<file path="src/least_squares_line_fit_macros.svh">
// Assertion macros shared by the line fit RTL.
// Depends on nothing; included by the top level.
`ifndef LEAST_SQUARES_LINE_FIT_MACROS_SVH
`define LEAST_SQUARES_LINE_FIT_MACROS_SVH

// Implication checked at every clock edge outside reset.
`define LSLF_ASSERT_IMPLY(name, clk, rst, ante, cons, msg) \
   name: assert property (@(posedge clk) disable iff (rst) (ante) |-> (cons)) \
      else $error(msg);

// Condition that must never hold outside reset.
`define LSLF_ASSERT_NEVER(name, clk, rst, cond, msg) \
   name: assert property (@(posedge clk) disable iff (rst) !(cond)) \
      else $error(msg);

`endif

</file>
<file path="src/lslf_pkg.sv">
// Shared types, constants and helper functions of the line fit block.
// Depends on nothing; used by every module of the block.
`timescale 1ns / 1ps
package lslf_pkg;

   localparam int SampleWidth = 16;
   localparam int MaxPoints   = 4096;
   localparam int CountWidth  = $clog2(MaxPoints + 1);
   localparam int SumWidth    = SampleWidth + CountWidth;
   localparam int SqWidth     = 2 * SampleWidth - 1;
   localparam int SumSqWidth  = SqWidth + CountWidth - 1;
   localparam int SumXyWidth  = SumSqWidth + 1;
   localparam int WordWidth   = 64;
   localparam int DivWidth    = 2 * WordWidth;
   localparam int FracBits    = 16;
   localparam int SlopeWidth  = 48;
   localparam int IcptWidth   = 64;
   localparam int R2Width     = FracBits + 1;
   localparam int R2One       = 1 << FracBits;
   localparam int QueueDepth  = 2;

   typedef enum logic [1:0] {
      STATUS_OK       = 2'd0,
      STATUS_TOO_FEW  = 2'd1,
      STATUS_X_EQUAL  = 2'd2,
      STATUS_OVERFLOW = 2'd3
   } status_type;

   typedef enum logic [2:0] {
      ST_IDLE,
      ST_MUL_ISSUE,
      ST_MUL_WAIT,
      ST_CHECK,
      ST_DIV_ISSUE,
      ST_DIV_WAIT,
      ST_DONE
   } back_state_type;

   typedef struct packed {
      logic [CountWidth-1:0]        count;
      logic signed [SumWidth-1:0]   sum_x;
      logic signed [SumWidth-1:0]   sum_y;
      logic signed [SumXyWidth-1:0] sum_xy;
      logic [SumSqWidth-1:0]        sum_xx;
      logic [SumSqWidth-1:0]        sum_yy;
      logic                         overflow;
   } snapshot_type;

   function automatic logic [WordWidth-1:0] mag_word(input logic [WordWidth-1:0] v);
      return v[WordWidth-1] ? (~v + WordWidth'(1)) : v;
   endfunction

   function automatic logic [SlopeWidth-1:0] sat_slope(input logic neg,
                                                       input logic [DivWidth-1:0] q);
      logic [DivWidth-1:0] lim;
      logic [DivWidth-1:0] v;
      lim = DivWidth'(1) << (SlopeWidth - 1);
      if (neg) begin
         v = (q > lim) ? lim : q;
         v = ~v + DivWidth'(1);
      end else begin
         v = (q > lim - DivWidth'(1)) ? lim - DivWidth'(1) : q;
      end
      return v[SlopeWidth-1:0];
   endfunction

   function automatic logic [IcptWidth-1:0] sat_icpt(input logic neg,
                                                     input logic [DivWidth-1:0] q);
      logic [DivWidth-1:0] lim;
      logic [DivWidth-1:0] v;
      lim = DivWidth'(1) << (IcptWidth - 1);
      if (neg) begin
         v = (q > lim) ? lim : q;
         v = ~v + DivWidth'(1);
      end else begin
         v = (q > lim - DivWidth'(1)) ? lim - DivWidth'(1) : q;
      end
      return v[IcptWidth-1:0];
   endfunction

   function automatic logic [R2Width-1:0] clamp_r2(input logic [DivWidth-1:0] q);
      return (q > DivWidth'(R2One)) ? R2Width'(R2One) : q[R2Width-1:0];
   endfunction

endpackage

</file>
<file path="src/lslf_front.sv">
// Front part: accumulates point count and sums, snapshots them on the last point.
// Depends on lslf_pkg.
`timescale 1ns / 1ps
module lslf_front import lslf_pkg::*; (
   input  logic                          clock,
   input  logic                          reset,
   input  logic                          accept,
   input  logic signed [SampleWidth-1:0] x_value,
   input  logic signed [SampleWidth-1:0] y_value,
   input  logic                          last_point,
   output logic                          snap_push,
   output snapshot_type                  snap
);

   snapshot_type acc_ff, acc_in, next_acc;
   logic signed [2*SampleWidth-1:0] xy, xx, yy;

   always_comb begin
      xy = x_value * y_value;
      xx = x_value * x_value;
      yy = y_value * y_value;
      next_acc = acc_ff;
      if (acc_ff.count < CountWidth'(MaxPoints)) begin
         next_acc.count  = acc_ff.count + CountWidth'(1);
         next_acc.sum_x  = acc_ff.sum_x + SumWidth'(x_value);
         next_acc.sum_y  = acc_ff.sum_y + SumWidth'(y_value);
         next_acc.sum_xy = acc_ff.sum_xy + SumXyWidth'(xy);
         next_acc.sum_xx = acc_ff.sum_xx + SumSqWidth'(xx[SqWidth-1:0]);
         next_acc.sum_yy = acc_ff.sum_yy + SumSqWidth'(yy[SqWidth-1:0]);
      end else begin
         next_acc.overflow = 1'b1;
      end
      acc_in = acc_ff;
      if (accept) begin
         acc_in = last_point ? '0 : next_acc;
      end
   end

   assign snap      = next_acc;
   assign snap_push = accept & last_point;

   always_ff @(posedge clock) begin
      if (reset) begin
         acc_ff <= '0;
      end else begin
         acc_ff <= acc_in;
      end
   end

endmodule

</file>
<file path="config.mk">
export PLATFORM = sky130hd
export DESIGN_NAME = lslf_front
export DESIGN_NICKNAME = d
export VERILOG_FILES = /design/src/least_squares_line_fit_macros.svh /design/src/lslf_pkg.sv /design/src/lslf_front.sv
export SDC_FILE = /design/constraint.sdc
export NUM_CORES = 2
export LEC_CHECK = 0
export CAP_MARGIN = 20
export CORE_MARGIN = 5
export CORE_UTILIZATION = 35
export DETAILED_ROUTE_END_ITERATION = 10
export DONT_BUFFER_PORTS = 1
export GPL_ROUTABILITY_DRIVEN = 1
export PLACE_DENSITY = 0.57
export SYNTH_ARGS = -nofsm -noshare
export SYNTH_HDL_FRONTEND = slang
export SYNTH_SLANG_ARGS = --single-unit
</file>
<file path="constraint.sdc">
create_clock -name clock -period 10.1 [get_ports clock]
set_input_delay 0.505 -clock clock [delete_from_list [all_inputs] [get_ports clock]]
set_output_delay 0.505 -clock clock [all_outputs]
set_load 0.02 [all_outputs]
</file>
==> impl_metrics.tcl <==
set metrics [dict create \
    outcome "complete, no violations" \
    worstHoldStart "last_point" \
    hold_viol 0 \
    overflow 0 \
    rows 132 \
    cp.arrival_ns 8.71 \
    cts_setup_buffers 0 \
    hp-class "input pin to flip-flop" \
    syn_inst 5328 \
    nets 6471 \
    core-area_mm2 0.129 \
    worst-r2r-setup-slack_ns 3.87 \
    r2r-start "acc_ff[95]" \
    synth_nets 6589 \
    clock-sinks 202 \
    fin_tns_setup_ns 0 \
    cts_buffers 28 \
    h-tree-depth 1 \
    grt_pass1_wl_um 214000 \
    most-common-layout-cells "1,000 x inv_1, 802 x fa_1, 615 x nand2_1, 423 x ha_1, 292 x nor2_1" \
    largest_register "acc_ff" \
    rsz0062_at_grt "false" \
    firstDrtPassIters 6 \
    crit_type "input pin to primary output" \
    ios 239 \
    dieHeight_um 370 \
    finalCritPeriodShare_pct 91.2 \
    drt_wl_total_um 137000 \
    drtAntennaViolNets 0 \
    endpoint "snap[41]" \
    die_w_um 370 \
    vias 35400 \
    die-area_mm2 0.137 \
    reg2reg_depth 18 \
    yosys_register_bits 202 \
    finalSetupViolCount 0 \
    start_kind "input pin" \
    relSlewSlack_pct 21.7 \
    ys_seq_area_share_pct 8.91 \
    cts_tree "built" \
    crit_slowest_cell "fa_1" \
    yosys_warnings 0 \
    drc 0 \
    cp.required_ns 9.60 \
    max_freq_mhz 109 \
    port_buffers 0 \
    worstReg2RegEnd "acc_ff[110]" \
    grt_pass1_vias 36400 \
    drtIter0Drc 2194 \
    crit_top_cell "fa_1" \
    reg.largest.list "acc_ff: 202 flops" \
    clk_pin_slew_ns 0.06 \
    async_reset_ff_share_pct 0 \
    syn-cell-area_mm2 0.0454 \
    wl_per_cell_um 19.6 \
    cap_violations 0 \
    syn_avg_cell_area_um2 8.51 \
    gp_congestion 0.875 \
    crit_start "y_value[13]" \
    clk_latency_ns 0.63 \
    layout_commonest_cell "inv_1" \
    worst_pin_slew_ns 1.16 \
    start_util_pct 35.1 \
    largest_reg_flops 202 \
    critPathCaptureType "primary output" \
    ys_types 97 \
    slew_viol_final 0 \
    root_buffer "clkbuf_16" \
    clock_skew_ns 0.0234 \
    antenna_found_initial 1 \
    n_antenna_cell 0 \
    area_delta_synth_final_pct 6.45 \
    synth_edf_count 0 \
    max_stage_delay_ns 0.54 \
    hpwl_um 103000 \
    min_period_ns 9.22 \
    layout-drive-gt1-share_pct 3.79 \
    grt_usage_pct 20.0 \
    viasPerCell 5.08 \
    grt_start_max_net_pins 178 \
    critical_path.max_fanout 28 \
    cts.path.max_buffers 3 \
    synth_flop_cell "dfxtp_1" \
]
-- per-layer routing --
layer  share of wire (%)  GRT usage (%)
met2                  47           33.5
met5                   0              0
met4                 1.7           3.41
met1                  43           26.7
met3                 7.7           4.58
-- area by class of cell --
type / count / area, um^2
Timing Repair Buffer: 65 / 512
Sequential cell: 202 / 4050
Clock buffer: 39 / 812
Multi-Input combinational cell: 3903 / 36800
Clock inverter: 12 / 148
Inverter: 1010 / 3790
Tap cell: 1742 / 2180
Fill cell: 13300 / 80900
-- how the worst min path moves through the flow --
stage                        to  slack [ns]  cells after the start
global placement     acc_ff[77]        0.45                      1
detailed placement   acc_ff[77]        0.45                      1
global route        acc_ff[201]        0.06                      1
floorplan            acc_ff[75]        0.43                      1
finish               acc_ff[38]        0.09                      2
CTS                 acc_ff[201]        0.06                      1
-- what timing repair did --
item	in CTS	in global routing
resized for setup	0	0
hold buffers	4	0
endpoints found under the hold margin	97	0
-- cells in the mapped netlist, types with 7 or more instances --
cell type | n | share of area (%)
nand3_1 | 56 | 0.62
nor3_1 | 50 | 0.55
a31o_2 | 13 | 0.25
nand2b_1 | 42 | 0.58
xor2_1 | 85 | 1.6
or3_1 | 9 | 0.12
fa_1 | 802 | 35
and3_1 | 29 | 0.40
a211o_1 | 9 | 0.17
buf_1 | 15 | 0.12
o31ai_1 | 11 | 0.18
clkbuf_1 | 193 | 1.6
a22o_1 | 21 | 0.41
nand2_1 | 616 | 5.1
ha_1 | 423 | 12
o21bai_1 | 33 | 0.55
nor2b_1 | 104 | 1.4
and4_1 | 9 | 0.17
nor2_1 | 295 | 2.4
dfxtp_1 | 202 | 8.9
a22oi_1 | 17 | 0.28
nor3b_1 | 7 | 0.12
o31a_1 | 8 | 0.15
clkinv_1 | 8 | 0.066
a21o_1 | 109 | 1.8
nor4_1 | 7 | 0.097
and2_1 | 161 | 2.2
o21a_1 | 25 | 0.41
a211oi_1 | 24 | 0.40
o21ai_1 | 39 | 0.43
a31oi_1 | 35 | 0.48
or2_2 | 10 | 0.14
xnor2_1 | 184 | 3.6
or4_1 | 10 | 0.17
inv_1 | 1001 | 8.3
o211ai_1 | 15 | 0.25
o21ai_0 | 233 | 2.6
a21oi_1 | 253 | 2.8
nand4_1 | 17 | 0.23
mux2_2 | 30 | 0.74
-- critical path, delay by kind of cell --
| kind | cells | cell delay [ns] |
|---|---|---|
| AO/OA/AOI/OAI | 9 | 2.33 |
| AND/OR/NAND/NOR | 7 | 1.24 |
| buffers and inverters | 4 | 0.35 |
| adder cells (fa/ha/maj) | 8 | 3.46 |
| XOR/XNOR | 3 | 0.79 |
-- kinds of logic (layout without fill, tap and decap cells) --
logic type | count (synthesis) | count (layout) | synth area share [%]
fa+ha+maj | 1225 | 1225 | 47.1
mux | 34 | 34 | 0.833
compound gates | 936 | 936 | 13.2
buf+inv | 1223 | 1126 | 10.1
flops | 202 | 202 | 8.91
xor+xnor | 269 | 269 | 5.19
simple gates | 1439 | 1439 | 14.7
-- metrics by stage --
| stage | worst slack [ns] | std cells | hold WS [ns] | instance area [um^2] | util, % |
|---|---|---|---|---|---|
| CTS | 0.942 | 6960 | 0.0624 | 48200 | 37.3 |
| finish | 0.885 | 6973 | 0.0884 | 48300 | 37.4 |
| global placement | 0.958 | 6899 | 0.446 | 47100 | 36.5 |
| detailed placement | 0.963 | 6905 | 0.449 | 47200 | 36.5 |
| floorplan | 1.40 | 5328 | 0.426 | 45400 | - |
| global route | 0.378 | 6973 | 0.0636 | 48300 | 37.4 |
Power is left out: the tool's default activity adds up to more than one toggle a clock period on the data nets, which glitch-free logic cannot reach.
