$ cat config.mk
export PLATFORM = sky130hd
export DESIGN_NAME = lslf_queue
export DESIGN_NICKNAME = d
export VERILOG_FILES = /design/src/least_squares_line_fit_macros.svh /design/src/lslf_pkg.sv /design/src/lslf_queue.sv
export SDC_FILE = /design/constraint.sdc
export NUM_CORES = 1
export LEC_CHECK = 0
export ABC_AREA = 1
export BUFFER_PORTS_ARGS = -buffer_cell sky130_fd_sc_hd__buf_4
export CORE_ASPECT_RATIO = 0.75
export CORE_MARGIN = 5
export CORE_UTILIZATION = 45
export CTS_BUF_LIST = sky130_fd_sc_hd__clkbuf_8
export DETAILED_ROUTE_END_ITERATION = 7
export PLACE_DENSITY_LB_ADDON = 0.12
export REMOVE_ABC_BUFFERS = 1
export SETUP_SLACK_MARGIN = 0.15
export SLEW_MARGIN = 15
export SYNTH_ARGS = -nofsm -noshare
export SYNTH_HDL_FRONTEND = slang
export SYNTH_SLANG_ARGS = --single-unit
$ cat constraint.sdc
create_clock -name clock -period 37.8 [get_ports clock]
set_clock_uncertainty 0.15 [all_clocks]
set_input_delay 11.34 -clock clock [delete_from_list [all_inputs] [get_ports clock]]
set_output_delay 11.34 -clock clock [all_outputs]
set_load 0.1 [all_outputs]
$ cat src/least_squares_line_fit_macros.svh
// Assertion macros shared by the line fit RTL.
// Depends on nothing; included by the top level.
`ifndef LEAST_SQUARES_LINE_FIT_MACROS_SVH
`define LEAST_SQUARES_LINE_FIT_MACROS_SVH

// Implication checked at every clock edge outside reset.
`define LSLF_ASSERT_IMPLY(name, clk, rst, ante, cons, msg) \
   name: assert property (@(posedge clk) disable iff (rst) (ante) |-> (cons)) \
      else $error(msg);

// Condition that must never hold outside reset.
`define LSLF_ASSERT_NEVER(name, clk, rst, cond, msg) \
   name: assert property (@(posedge clk) disable iff (rst) !(cond)) \
      else $error(msg);

`endif

$ cat src/lslf_pkg.sv
// Shared types, constants and helper functions of the line fit block.
// Depends on nothing; used by every module of the block.
`timescale 1ns / 1ps
package lslf_pkg;

   localparam int SampleWidth = 16;
   localparam int MaxPoints   = 4096;
   localparam int CountWidth  = $clog2(MaxPoints + 1);
   localparam int SumWidth    = SampleWidth + CountWidth;
   localparam int SqWidth     = 2 * SampleWidth - 1;
   localparam int SumSqWidth  = SqWidth + CountWidth - 1;
   localparam int SumXyWidth  = SumSqWidth + 1;
   localparam int WordWidth   = 64;
   localparam int DivWidth    = 2 * WordWidth;
   localparam int FracBits    = 16;
   localparam int SlopeWidth  = 48;
   localparam int IcptWidth   = 64;
   localparam int R2Width     = FracBits + 1;
   localparam int R2One       = 1 << FracBits;
   localparam int QueueDepth  = 2;

   typedef enum logic [1:0] {
      STATUS_OK       = 2'd0,
      STATUS_TOO_FEW  = 2'd1,
      STATUS_X_EQUAL  = 2'd2,
      STATUS_OVERFLOW = 2'd3
   } status_type;

   typedef enum logic [2:0] {
      ST_IDLE,
      ST_MUL_ISSUE,
      ST_MUL_WAIT,
      ST_CHECK,
      ST_DIV_ISSUE,
      ST_DIV_WAIT,
      ST_DONE
   } back_state_type;

   typedef struct packed {
      logic [CountWidth-1:0]        count;
      logic signed [SumWidth-1:0]   sum_x;
      logic signed [SumWidth-1:0]   sum_y;
      logic signed [SumXyWidth-1:0] sum_xy;
      logic [SumSqWidth-1:0]        sum_xx;
      logic [SumSqWidth-1:0]        sum_yy;
      logic                         overflow;
   } snapshot_type;

   function automatic logic [WordWidth-1:0] mag_word(input logic [WordWidth-1:0] v);
      return v[WordWidth-1] ? (~v + WordWidth'(1)) : v;
   endfunction

   function automatic logic [SlopeWidth-1:0] sat_slope(input logic neg,
                                                       input logic [DivWidth-1:0] q);
      logic [DivWidth-1:0] lim;
      logic [DivWidth-1:0] v;
      lim = DivWidth'(1) << (SlopeWidth - 1);
      if (neg) begin
         v = (q > lim) ? lim : q;
         v = ~v + DivWidth'(1);
      end else begin
         v = (q > lim - DivWidth'(1)) ? lim - DivWidth'(1) : q;
      end
      return v[SlopeWidth-1:0];
   endfunction

   function automatic logic [IcptWidth-1:0] sat_icpt(input logic neg,
                                                     input logic [DivWidth-1:0] q);
      logic [DivWidth-1:0] lim;
      logic [DivWidth-1:0] v;
      lim = DivWidth'(1) << (IcptWidth - 1);
      if (neg) begin
         v = (q > lim) ? lim : q;
         v = ~v + DivWidth'(1);
      end else begin
         v = (q > lim - DivWidth'(1)) ? lim - DivWidth'(1) : q;
      end
      return v[IcptWidth-1:0];
   endfunction

   function automatic logic [R2Width-1:0] clamp_r2(input logic [DivWidth-1:0] q);
      return (q > DivWidth'(R2One)) ? R2Width'(R2One) : q[R2Width-1:0];
   endfunction

endpackage

$ cat src/lslf_queue.sv
// Short queue of accumulated sets between the front and back parts.
// Depends on lslf_pkg.
`timescale 1ns / 1ps
module lslf_queue import lslf_pkg::*; (
   input  logic         clock,
   input  logic         reset,
   input  logic         push,
   input  snapshot_type push_data,
   input  logic         pop,
   output snapshot_type head,
   output logic         full,
   output logic         empty
);

   localparam int PtrWidth = $clog2(QueueDepth);
   localparam int CntWidth = $clog2(QueueDepth + 1);

   snapshot_type entry_ff [QueueDepth];
   logic [PtrWidth-1:0] wr_ptr_ff, rd_ptr_ff;
   logic [CntWidth-1:0] cnt_ff, cnt_in;
   logic do_push, do_pop;

   assign full    = cnt_ff == CntWidth'(QueueDepth);
   assign empty   = cnt_ff == '0;
   assign do_push = push & ~full;
   assign do_pop  = pop & ~empty;
   assign head    = entry_ff[rd_ptr_ff];

   always_comb begin
      cnt_in = cnt_ff;
      if (do_push & ~do_pop) begin
         cnt_in = cnt_ff + CntWidth'(1);
      end else if (do_pop & ~do_push) begin
         cnt_in = cnt_ff - CntWidth'(1);
      end
   end

   always_ff @(posedge clock) begin
      if (do_push) begin
         entry_ff[wr_ptr_ff] <= push_data;
      end
   end

   always_ff @(posedge clock) begin
      if (reset) begin
         wr_ptr_ff <= '0;
         rd_ptr_ff <= '0;
         cnt_ff    <= '0;
      end else begin
         if (do_push) begin
            wr_ptr_ff <= wr_ptr_ff + PtrWidth'(1);
         end
         if (do_pop) begin
            rd_ptr_ff <= rd_ptr_ff + PtrWidth'(1);
         end
         cnt_ff <= cnt_in;
      end
   end

endmodule

==> impl_metrics.tcl, run 1 <==
set metrics [dict create \
    worstPathMaxFanout 77 \
    status "finished, final reports clean" \
    placedCellCount 1502 \
    async_reset_ff_frac 0 \
    fillers 2546 \
    ir_drop_mv 0.0623 \
    fin_tns_setup_ns 0 \
    yosys_warnings 0 \
    root_buffer "clkbuf_8" \
    portBuffers 409 \
    clockBufferDepth 3 \
    grt_util_all_layers 0.170 \
    grt_pass1_vias 8047 \
    insertion_delay_ns 0.59 \
    clock-sinks 409 \
    grt_pass1_wl_um 47100 \
    post-route-util 0.598 \
    layout-drive-gt1-share 0.597 \
    drc 0 \
    yosysTopAreaCell "edfxtp_1" \
    setup_viol 0 \
    die_w_um 220 \
    post-place-ws_ns 23.61 \
    cts_resized 0 \
    tightest_slew_ns 1.08 \
    io_pins 410 \
    fp.dieArea_um2 36800 \
    fmaxAchievable_mhz 68.4 \
    post_drt_wl_per_cell_um 20.3 \
    ys_seq_area_frac 0.822 \
    rows 57 \
    timing.hold.ws_ns 0.390 \
    final_hold_viol_count 0 \
    grt_antenna_before_repair 4 \
    num_vias 7741 \
    final_area_um2 19400 \
    synth_edf_count 404 \
    stdcell_count 1614 \
    start_util 0.457 \
    pwr_density_cell_nw_per_um2 84.9 \
    max_cap_violations 0 \
    via_per_inst 4.80 \
    critPathKind "reg2out" \
    synth_most_common_cell "edfxtp_1" \
    drt-initial-drc-count 440 \
    crit_path_end_kind "primary output" \
    total_power_mw 1.65 \
    period_needed_ns 14.62 \
    synth-main-ff-cell "edfxtp_1" \
    ant_nets 0 \
    ys_types 15 \
    fin_ws_ns 23.18 \
    synthTopCellsByCount "edfxtp_1 (404), mux2_2 (202), buf_6 (18)" \
    p_leak_nw 7.26 \
    synth-seq-cells 409 \
    place_congestion 0.743 \
    synthTopCellsByArea "edfxtp_1 (82%), mux2_2 (15%), buf_6 (1.4%)" \
    netlist.area_leader.share 0.815 \
    syn_area_per_cell_um2 22.4 \
    h-tree-depth 2 \
    postCtsSetupRepairBufs 0 \
    place_area_um2 18400 \
    syn-cell-area_um2 14900 \
    tritoncts "done" \
    cts-hold-fix-buffers 0 \
    core_um2 32500 \
    nNetsFinal 1330 \
    hp-class "reg2reg" \
    area_growth_pct 30.7 \
    fin_crit_sh 0.387 \
    grt_max_degree 78 \
    arrival_ns 3.13 \
    cts_buffers 61 \
    grt_overflow 0 \
    totalWireLength_um 32800 \
    slew_headroom 0.281 \
    start_kind "flip-flop" \
    die_h_um 167 \
    drt_pass1_iterations 4 \
    postSynthCellCount 665 \
    rsz0062_at_grt "false" \
    required_ns 26.31 \
    hpwl_um 22000 \
    path_clk_slew_ns 0.06 \
    slew_viol_final 0 \
]
-- where the power goes --
| group | internal [mW] | total, mW | switching [mW] |
|---|---|---|---|
| Clock | 0.158 | 0.319 | 0.162 |
| Sequential | 0.574 | 0.592 | 0.0180 |
| Combinational | 0.158 | 0.739 | 0.581 |
| Total | 0.890 | 1.65 | 0.761 |
-- worst paths after layout --
path	startpoint	end	slack, ns	cells past startpoint
hold reg to reg	wr_ptr_ff	wr_ptr_ff	0.39	2
hold / removal	wr_ptr_ff	wr_ptr_ff	0.39	2
setup / recovery	flip-flop	head[113]	23.18	3
setup reg to reg	cnt_ff[0]	entry_ff[0][139]	34.64	4
-- registers in the layout, summed over array words and instances (netlist names), named ones only --
| register | flops |
|---|---|
| wr_ptr_ff | 1 |
| entry_ff | 404 |
| cnt_ff | 2 |
| rd_ptr_ff | 1 |
-- final cells by class --
cell class | count | area (µm²) | area share
well taps | 442 | 553 | 0.0285
multi-input cells | 225 | 2400 | 0.123
clock buffers | 61 | 840 | 0.0432
clock inverters | 50 | 245 | 0.0126
diodes | 1 | 2.50 | 0.000129
repair buffers | 417 | 3130 | 0.161
flip-flops and latches | 409 | 12200 | 0.629
inverters | 9 | 33.8 | 0.00174
-- cells in the final DEF (no fill, tap or decap), types with 2 or more instances in the layout --
master,synthesis,layout
o21ai_0,5,5
nand2_1,4,4
edfxtp_1,404,404
clkinv_1,0,18
inv_1,9,25
nor2_1,9,7
dfxtp_1,5,4
inv_6,0,2
clkbuf_8,0,61
nor2_4,0,2
clkinvlp_4,0,2
clkinv_2,0,11
mux2_2,202,202
buf_4,2,417
-- worst max-delay path, stage by stage, from the launching register on --
cell	delay (ns)
dfxtp_4	0.84
buf_4	0.89
mux2_2	0.43
buf_4	0.24
-- cell families (layout without fill, tap and decap cells) --
| group | after synthesis | after routing | synth area share |
|---|---|---|---|
| fa+ha+maj | 1 | 1 | 0.000841 |
| buf+inv | 31 | 537 | 0.0176 |
| mux | 202 | 202 | 0.153 |
| flops | 409 | 409 | 0.822 |
| other cells | 0 | 1 | 0 |
| compound gates | 6 | 6 | 0.00202 |
| simple gates | 16 | 16 | 0.00446 |
-- layer usage --
| metal | track usage | share of wire |
|---|---|---|
| met5 | 0 | 0.0014 |
| met4 | 0.0551 | 0.023 |
| met1 | 0.199 | 0.37 |
| met3 | 0.0847 | 0.12 |
| met2 | 0.274 | 0.49 |
Power figures use the tool's default switching activity.
==> inputs of run 2 (changes only) <==
Clock period 37.8 ns to 12.8 ns, I/O delays scaled along.
==> run 2 against run 1 <==
Against the previous run: die area unchanged; register-to-register slack worse by 25 ns; worst setup slack worse by 18 ns; wire length up 5.7%; final cell count down 0.31%; sequential power rose to 3.0 times the previous value; global-route usage up 1.2 points; via count up 0.87%; largest cell class unchanged; largest power group unchanged.
==> impl_metrics.tcl, run 2 (same netlist as run 1, synthesis figures left out) <==
set metrics [dict create \
    status "finished, final reports clean" \
    portBuffers 409 \
    ant_nets 0 \
    grt_antenna_before_repair 4 \
    layout_common_cells "buf_4 (418), edfxtp_1 (404), mux2_2 (202)" \
    swShare 0.461 \
    fp.dieArea_um2 36800 \
    core_um2 32500 \
    slowest_delay_ns 0.68 \
    critPathKind "reg2out" \
    grt_overflow 0 \
    drt_pass1_iterations 4 \
    crit_chain "buf_4, buf_4, mux2_2, buf_4" \
    clock-sinks 409 \
    cts-hold-fix-buffers 0 \
    hp-class "reg2reg" \
    slew_headroom 0.291 \
    hpwl_um 23600 \
    insertion_delay_ns 0.61 \
    place_congestion 0.778 \
    grt_pass1_vias 8298 \
    p_seq_frac 0.360 \
    fin_crit_sh 0.572 \
    tritoncts "done" \
    largest_reg_flops 404 \
    crit_path_end_kind "primary output" \
    layout-drive-gt1-share 0.597 \
    regArea_um2 12200 \
    grt_max_degree 78 \
    setup_viol 0 \
    drt-initial-drc-count 478 \
    start_kind "flip-flop" \
    p_leak_nw 7.27 \
    root_buffer "clkbuf_8" \
    start_util 0.457 \
    required_ns 8.81 \
    post_drt_wl_per_cell_um 21.5 \
    clkPwrFrac 0.191 \
    p_sw_mw 2.25 \
    clockBufferDepth 3 \
    ir_drop_mv 0.186 \
    worstPathMaxFanout 56 \
    fin_ws_ns 5.48 \
    reg_top3 "entry_ff: 404 flops, cnt_ff: 2 flops" \
    h-tree-depth 2 \
    cpMostUsedCell "buf_4" \
    num_vias 7808 \
    multiInputGateArea_um2 2400 \
    rsz0062_at_grt "false" \
    grt_pass1_wl_um 50500 \
    cts_resized 0 \
    io_pins 410 \
    power_frac_comb 0.449 \
    top_register "entry_ff" \
    pwr_density_cell_nw_per_um2 251 \
    die_h_um 167 \
    crit_path_top_delay_cell "buf_4" \
    intPower_mw 2.62 \
    area_growth_pct 30.5 \
    totalWireLength_um 34600 \
    crit_family "buffers and inverters" \
    mostFrequentLayoutCell "buf_4" \
    period_needed_ns 7.32 \
    critical_path_buf_inv_count 3 \
    path_clk_slew_ns 0.07 \
    drc 0 \
    via_per_inst 4.85 \
    max_cap_violations 0 \
    postCtsSetupRepairBufs 0 \
    cts_buffers 60 \
    arrival_ns 3.33 \
    final_hold_viol_count 0 \
    die_w_um 220 \
    grt_util_all_layers 0.181 \
    fmaxAchievable_mhz 137 \
    slew_viol_final 0 \
    rows 57 \
    tightest_slew_ns 1.06 \
    nNetsFinal 1330 \
    post-place-ws_ns 5.76 \
    fin_tns_setup_ns 0 \
    fillers 2533 \
]
-- run 2: changes by cell type in the layout (fill, tap and decap cells not counted), moves of 3 or more --
| cell | previous run | this run |
|---|---|---|
| clkinv_1 | 18 | 12 |
| inv_1 | 25 | 29 |
| clkinv_2 | 11 | 6 |
| clkbuf_8 | 61 | 64 |
-- run 2: routing by layer --
| metal | routed length, µm | part of all wire | GRT usage | up-vias |
|---|---|---|---|---|
| li1 | - | - | - | 3560 |
| met1 | 13200 | 0.38 | 0.215 | 3916 |
| met2 | 17100 | 0.49 | 0.302 | 274 |
| met3 | 3610 | 0.10 | 0.0801 | 52 |
| met4 | 644 | 0.019 | 0.0518 | 6 |
| met5 | 34 | 0.00098 | 0 | - |
-- run 2: worst min-delay path: cells and delay by family, from the launching register on --
family           cells  cell delay (ns)
DFF                  1             0.34
and+or+nand+nor      2             0.15
-- run 2: final timing paths --
path	start	endpoint	slack [ns]	depth (start not counted)
max	flip-flop	head[193]	5.48	4
max reg2reg	cnt_ff[0]	entry_ff[0][53]	9.26	4
min reg2reg	wr_ptr_ff	wr_ptr_ff	0.38	2
min	wr_ptr_ff	wr_ptr_ff	0.38	2
-- run 2: cell type report --
type,instances,share of cell area
well taps,442,0.0285
inverters,9,0.00174
clock inverters,41,0.00915
flip-flops and latches,409,0.630
repair buffers,418,0.162
clock buffers,64,0.0454
diodes,1,0.000129
multi-input cells,225,0.124
-- run 2: power groups by stage --
| stage | clock network (mW) | registers (mW) | logic [mW] |
|---|---|---|---|
| global placement | 0 | 1.78 | 2.20 |
| finish | 0.930 | 1.75 | 2.19 |
| global route | 1.04 | 1.77 | 2.25 |
| detailed placement | 0 | 1.78 | 2.20 |
| CTS | 0.964 | 1.75 | 2.20 |
| floorplan | 0 | 1.86 | 1.73 |
-- run 2: stage by stage --
| step | cell area [µm²] | util | hold slack [ns] | power [mW] | std cells |
|---|---|---|---|---|---|
| global placement | 18400 | 0.565 | 0.379 | 3.98 | 1503 |
| floorplan | 14600 | - | 0.326 | 3.59 | 643 |
| global route | 19400 | 0.597 | 0.423 | 5.05 | 1608 |
| finish | 19400 | 0.597 | 0.384 | 4.87 | 1609 |
| detailed placement | 18400 | 0.565 | 0.376 | 3.98 | 1503 |
| CTS | 19400 | 0.597 | 0.386 | 4.92 | 1608 |
==> inputs of run 3 (changes only) <==
Clock period 12.8 ns to 7.17 ns, I/O delays scaled along.
==> run 3 against run 2 <==
Against the previous run: sequential share of layout area decreased by 0.14 points; register-to-register slack got worse by 4.9 ns; core utilization increased by 0.13 points; worst setup slack got worse by 3.4 ns; die area unchanged; global-route usage decreased by 0.99 points; largest power group unchanged; combinational power increased by 79%; first-iteration DRC count decreased by 8.2%; clock-buffer cell count unchanged; clock power increased by 77%; wire length decreased by 5.0%.
==> impl_metrics.tcl, run 3 (same netlist as run 1, synthesis figures left out) <==
set metrics [dict create \
    slew_headroom 0.443 \
    hp-class "reg2reg" \
    tightest_slew_ns 0.833 \
    portBuffers 409 \
    pwr_density_cell_nw_per_um2 446 \
    layout_common_cells "buf_4 (414), edfxtp_1 (404), mux2_2 (202)" \
    stdcell_count 1614 \
    slew_viol_final 0 \
    place_congestion 0.752 \
    crit_path_end_kind "primary output" \
    critPathKind "reg2out" \
    p_sw_mw 4.00 \
    die_h_um 167 \
    arrival_ns 2.74 \
    layout-drive-gt1-share 0.591 \
    ir_drop_mv 0.284 \
    power_frac_comb 0.452 \
    final_hold_viol_count 0 \
    regArea_um2 12200 \
    reg_top3 "entry_ff: 404 flops, cnt_ff: 2 flops" \
    nNetsFinal 1328 \
    root_buffer "clkbuf_8" \
    totalWireLength_um 32900 \
    slowest_delay_ns 0.74 \
    drc 0 \
    p_seq_frac 0.358 \
    mostFrequentLayoutCell "buf_4" \
    insertion_delay_ns 0.60 \
    crit_path_top_delay_cell "buf_4" \
    rsz0062_at_grt "false" \
    fin_tns_setup_ns 0 \
    largest_reg_flops 404 \
    placedCellCount 1502 \
    timing.hold.ws_ns 0.392 \
    clockBufferDepth 3 \
    rows 57 \
    fp.dieArea_um2 36800 \
    total_power_mw 8.68 \
    swShare 0.461 \
    top_register "entry_ff" \
    grt_pass1_wl_um 47500 \
    grt_overflow 0 \
    grt_util_all_layers 0.172 \
    clkPwrFrac 0.191 \
    num_vias 7680 \
    ant_nets 0 \
    grt_pass1_vias 8077 \
    fmaxAchievable_mhz 198 \
    clock-sinks 409 \
    cts_buffers 59 \
    worstPathMaxFanout 59 \
    p_leak_nw 7.27 \
    cts_resized 0 \
    path_clk_slew_ns 0.06 \
    cts-hold-fix-buffers 0 \
    tritoncts "done" \
    postCtsSetupRepairBufs 0 \
    drt-initial-drc-count 439 \
    status "finished, final reports clean" \
    intPower_mw 4.68 \
    start_util 0.457 \
    start_kind "flip-flop" \
    drt_pass1_iterations 4 \
    crit_family "buffers and inverters" \
    area_growth_pct 30.8 \
    hpwl_um 22500 \
    period_needed_ns 5.04 \
    io_pins 410 \
    h-tree-depth 2 \
    cpMostUsedCell "buf_4" \
    fin_ws_ns 2.13 \
    multiInputGateArea_um2 2400 \
    grt_antenna_before_repair 3 \
    required_ns 4.87 \
    fillers 2511 \
    critical_path_buf_inv_count 2 \
    post-place-ws_ns 2.58 \
    crit_chain "buf_4, mux2_2, buf_4" \
    via_per_inst 4.76 \
    fin_crit_sh 0.703 \
    die_w_um 220 \
    post_drt_wl_per_cell_um 20.4 \
    grt_max_degree 113 \
    setup_viol 0 \
    max_cap_violations 0 \
    core_um2 32500 \
]
-- run 3: worst reg2reg max path, delay by kind of cell, from the launching register on --
| kind | cells | cell delay (ns) |
|---|---|---|
| flops | 1 | 0.43 |
| compound gates | 1 | 0.32 |
| buf+inv | 1 | 0.72 |
| simple gates | 1 | 0.73 |
-- run 3: power groups by stage --
| stage | registers [mW] | clock network [mW] | logic, mW |
|---|---|---|---|
| finish | 3.11 | 1.65 | 3.92 |
| global route | 3.13 | 1.83 | 4.03 |
| CTS | 3.11 | 1.71 | 3.96 |
| detailed placement | 3.16 | 0 | 3.95 |
| global placement | 3.15 | 0 | 3.95 |
| floorplan | 3.32 | 0 | 3.09 |
-- run 3: final timing paths --
kind                     to       from  depth (start not counted)  slack [ns]
min               wr_ptr_ff  wr_ptr_ff                          2        0.39
max                head[53]  flip-flop                          3        2.13
min reg2reg       wr_ptr_ff  wr_ptr_ff                          2        0.39
max reg2reg  entry_ff[0][2]  cnt_ff[0]                          3        4.35
-- run 3: final cells by class --
class	count	area share
Clock buffer	64	0.0453
Clock inverter	46	0.00964
Multi-Input combinational cell	225	0.123
Timing Repair Buffer	417	0.163
Sequential cell	409	0.629
Tap cell	442	0.0284
Inverter	9	0.00174
Antenna cell	2	0.000257
-- run 3: per-layer routing --
| layer | routed length (µm) | global-route usage |
|---|---|---|
| met2 | 15900 | 0.277 |
| met1 | 12300 | 0.203 |
| met4 | 717 | 0.0513 |
| met3 | 3910 | 0.0875 |
| met5 | 34 | 0 |
-- run 3: through the flow --
| stage | utilization | instance area, µm² |
|---|---|---|
| after floorplan | - | 14600 |
| after global placement | 0.565 | 18400 |
| after detailed placement | 0.565 | 18400 |
| after CTS | 0.598 | 19500 |
| after global routing | 0.598 | 19500 |
| final | 0.598 | 19500 |
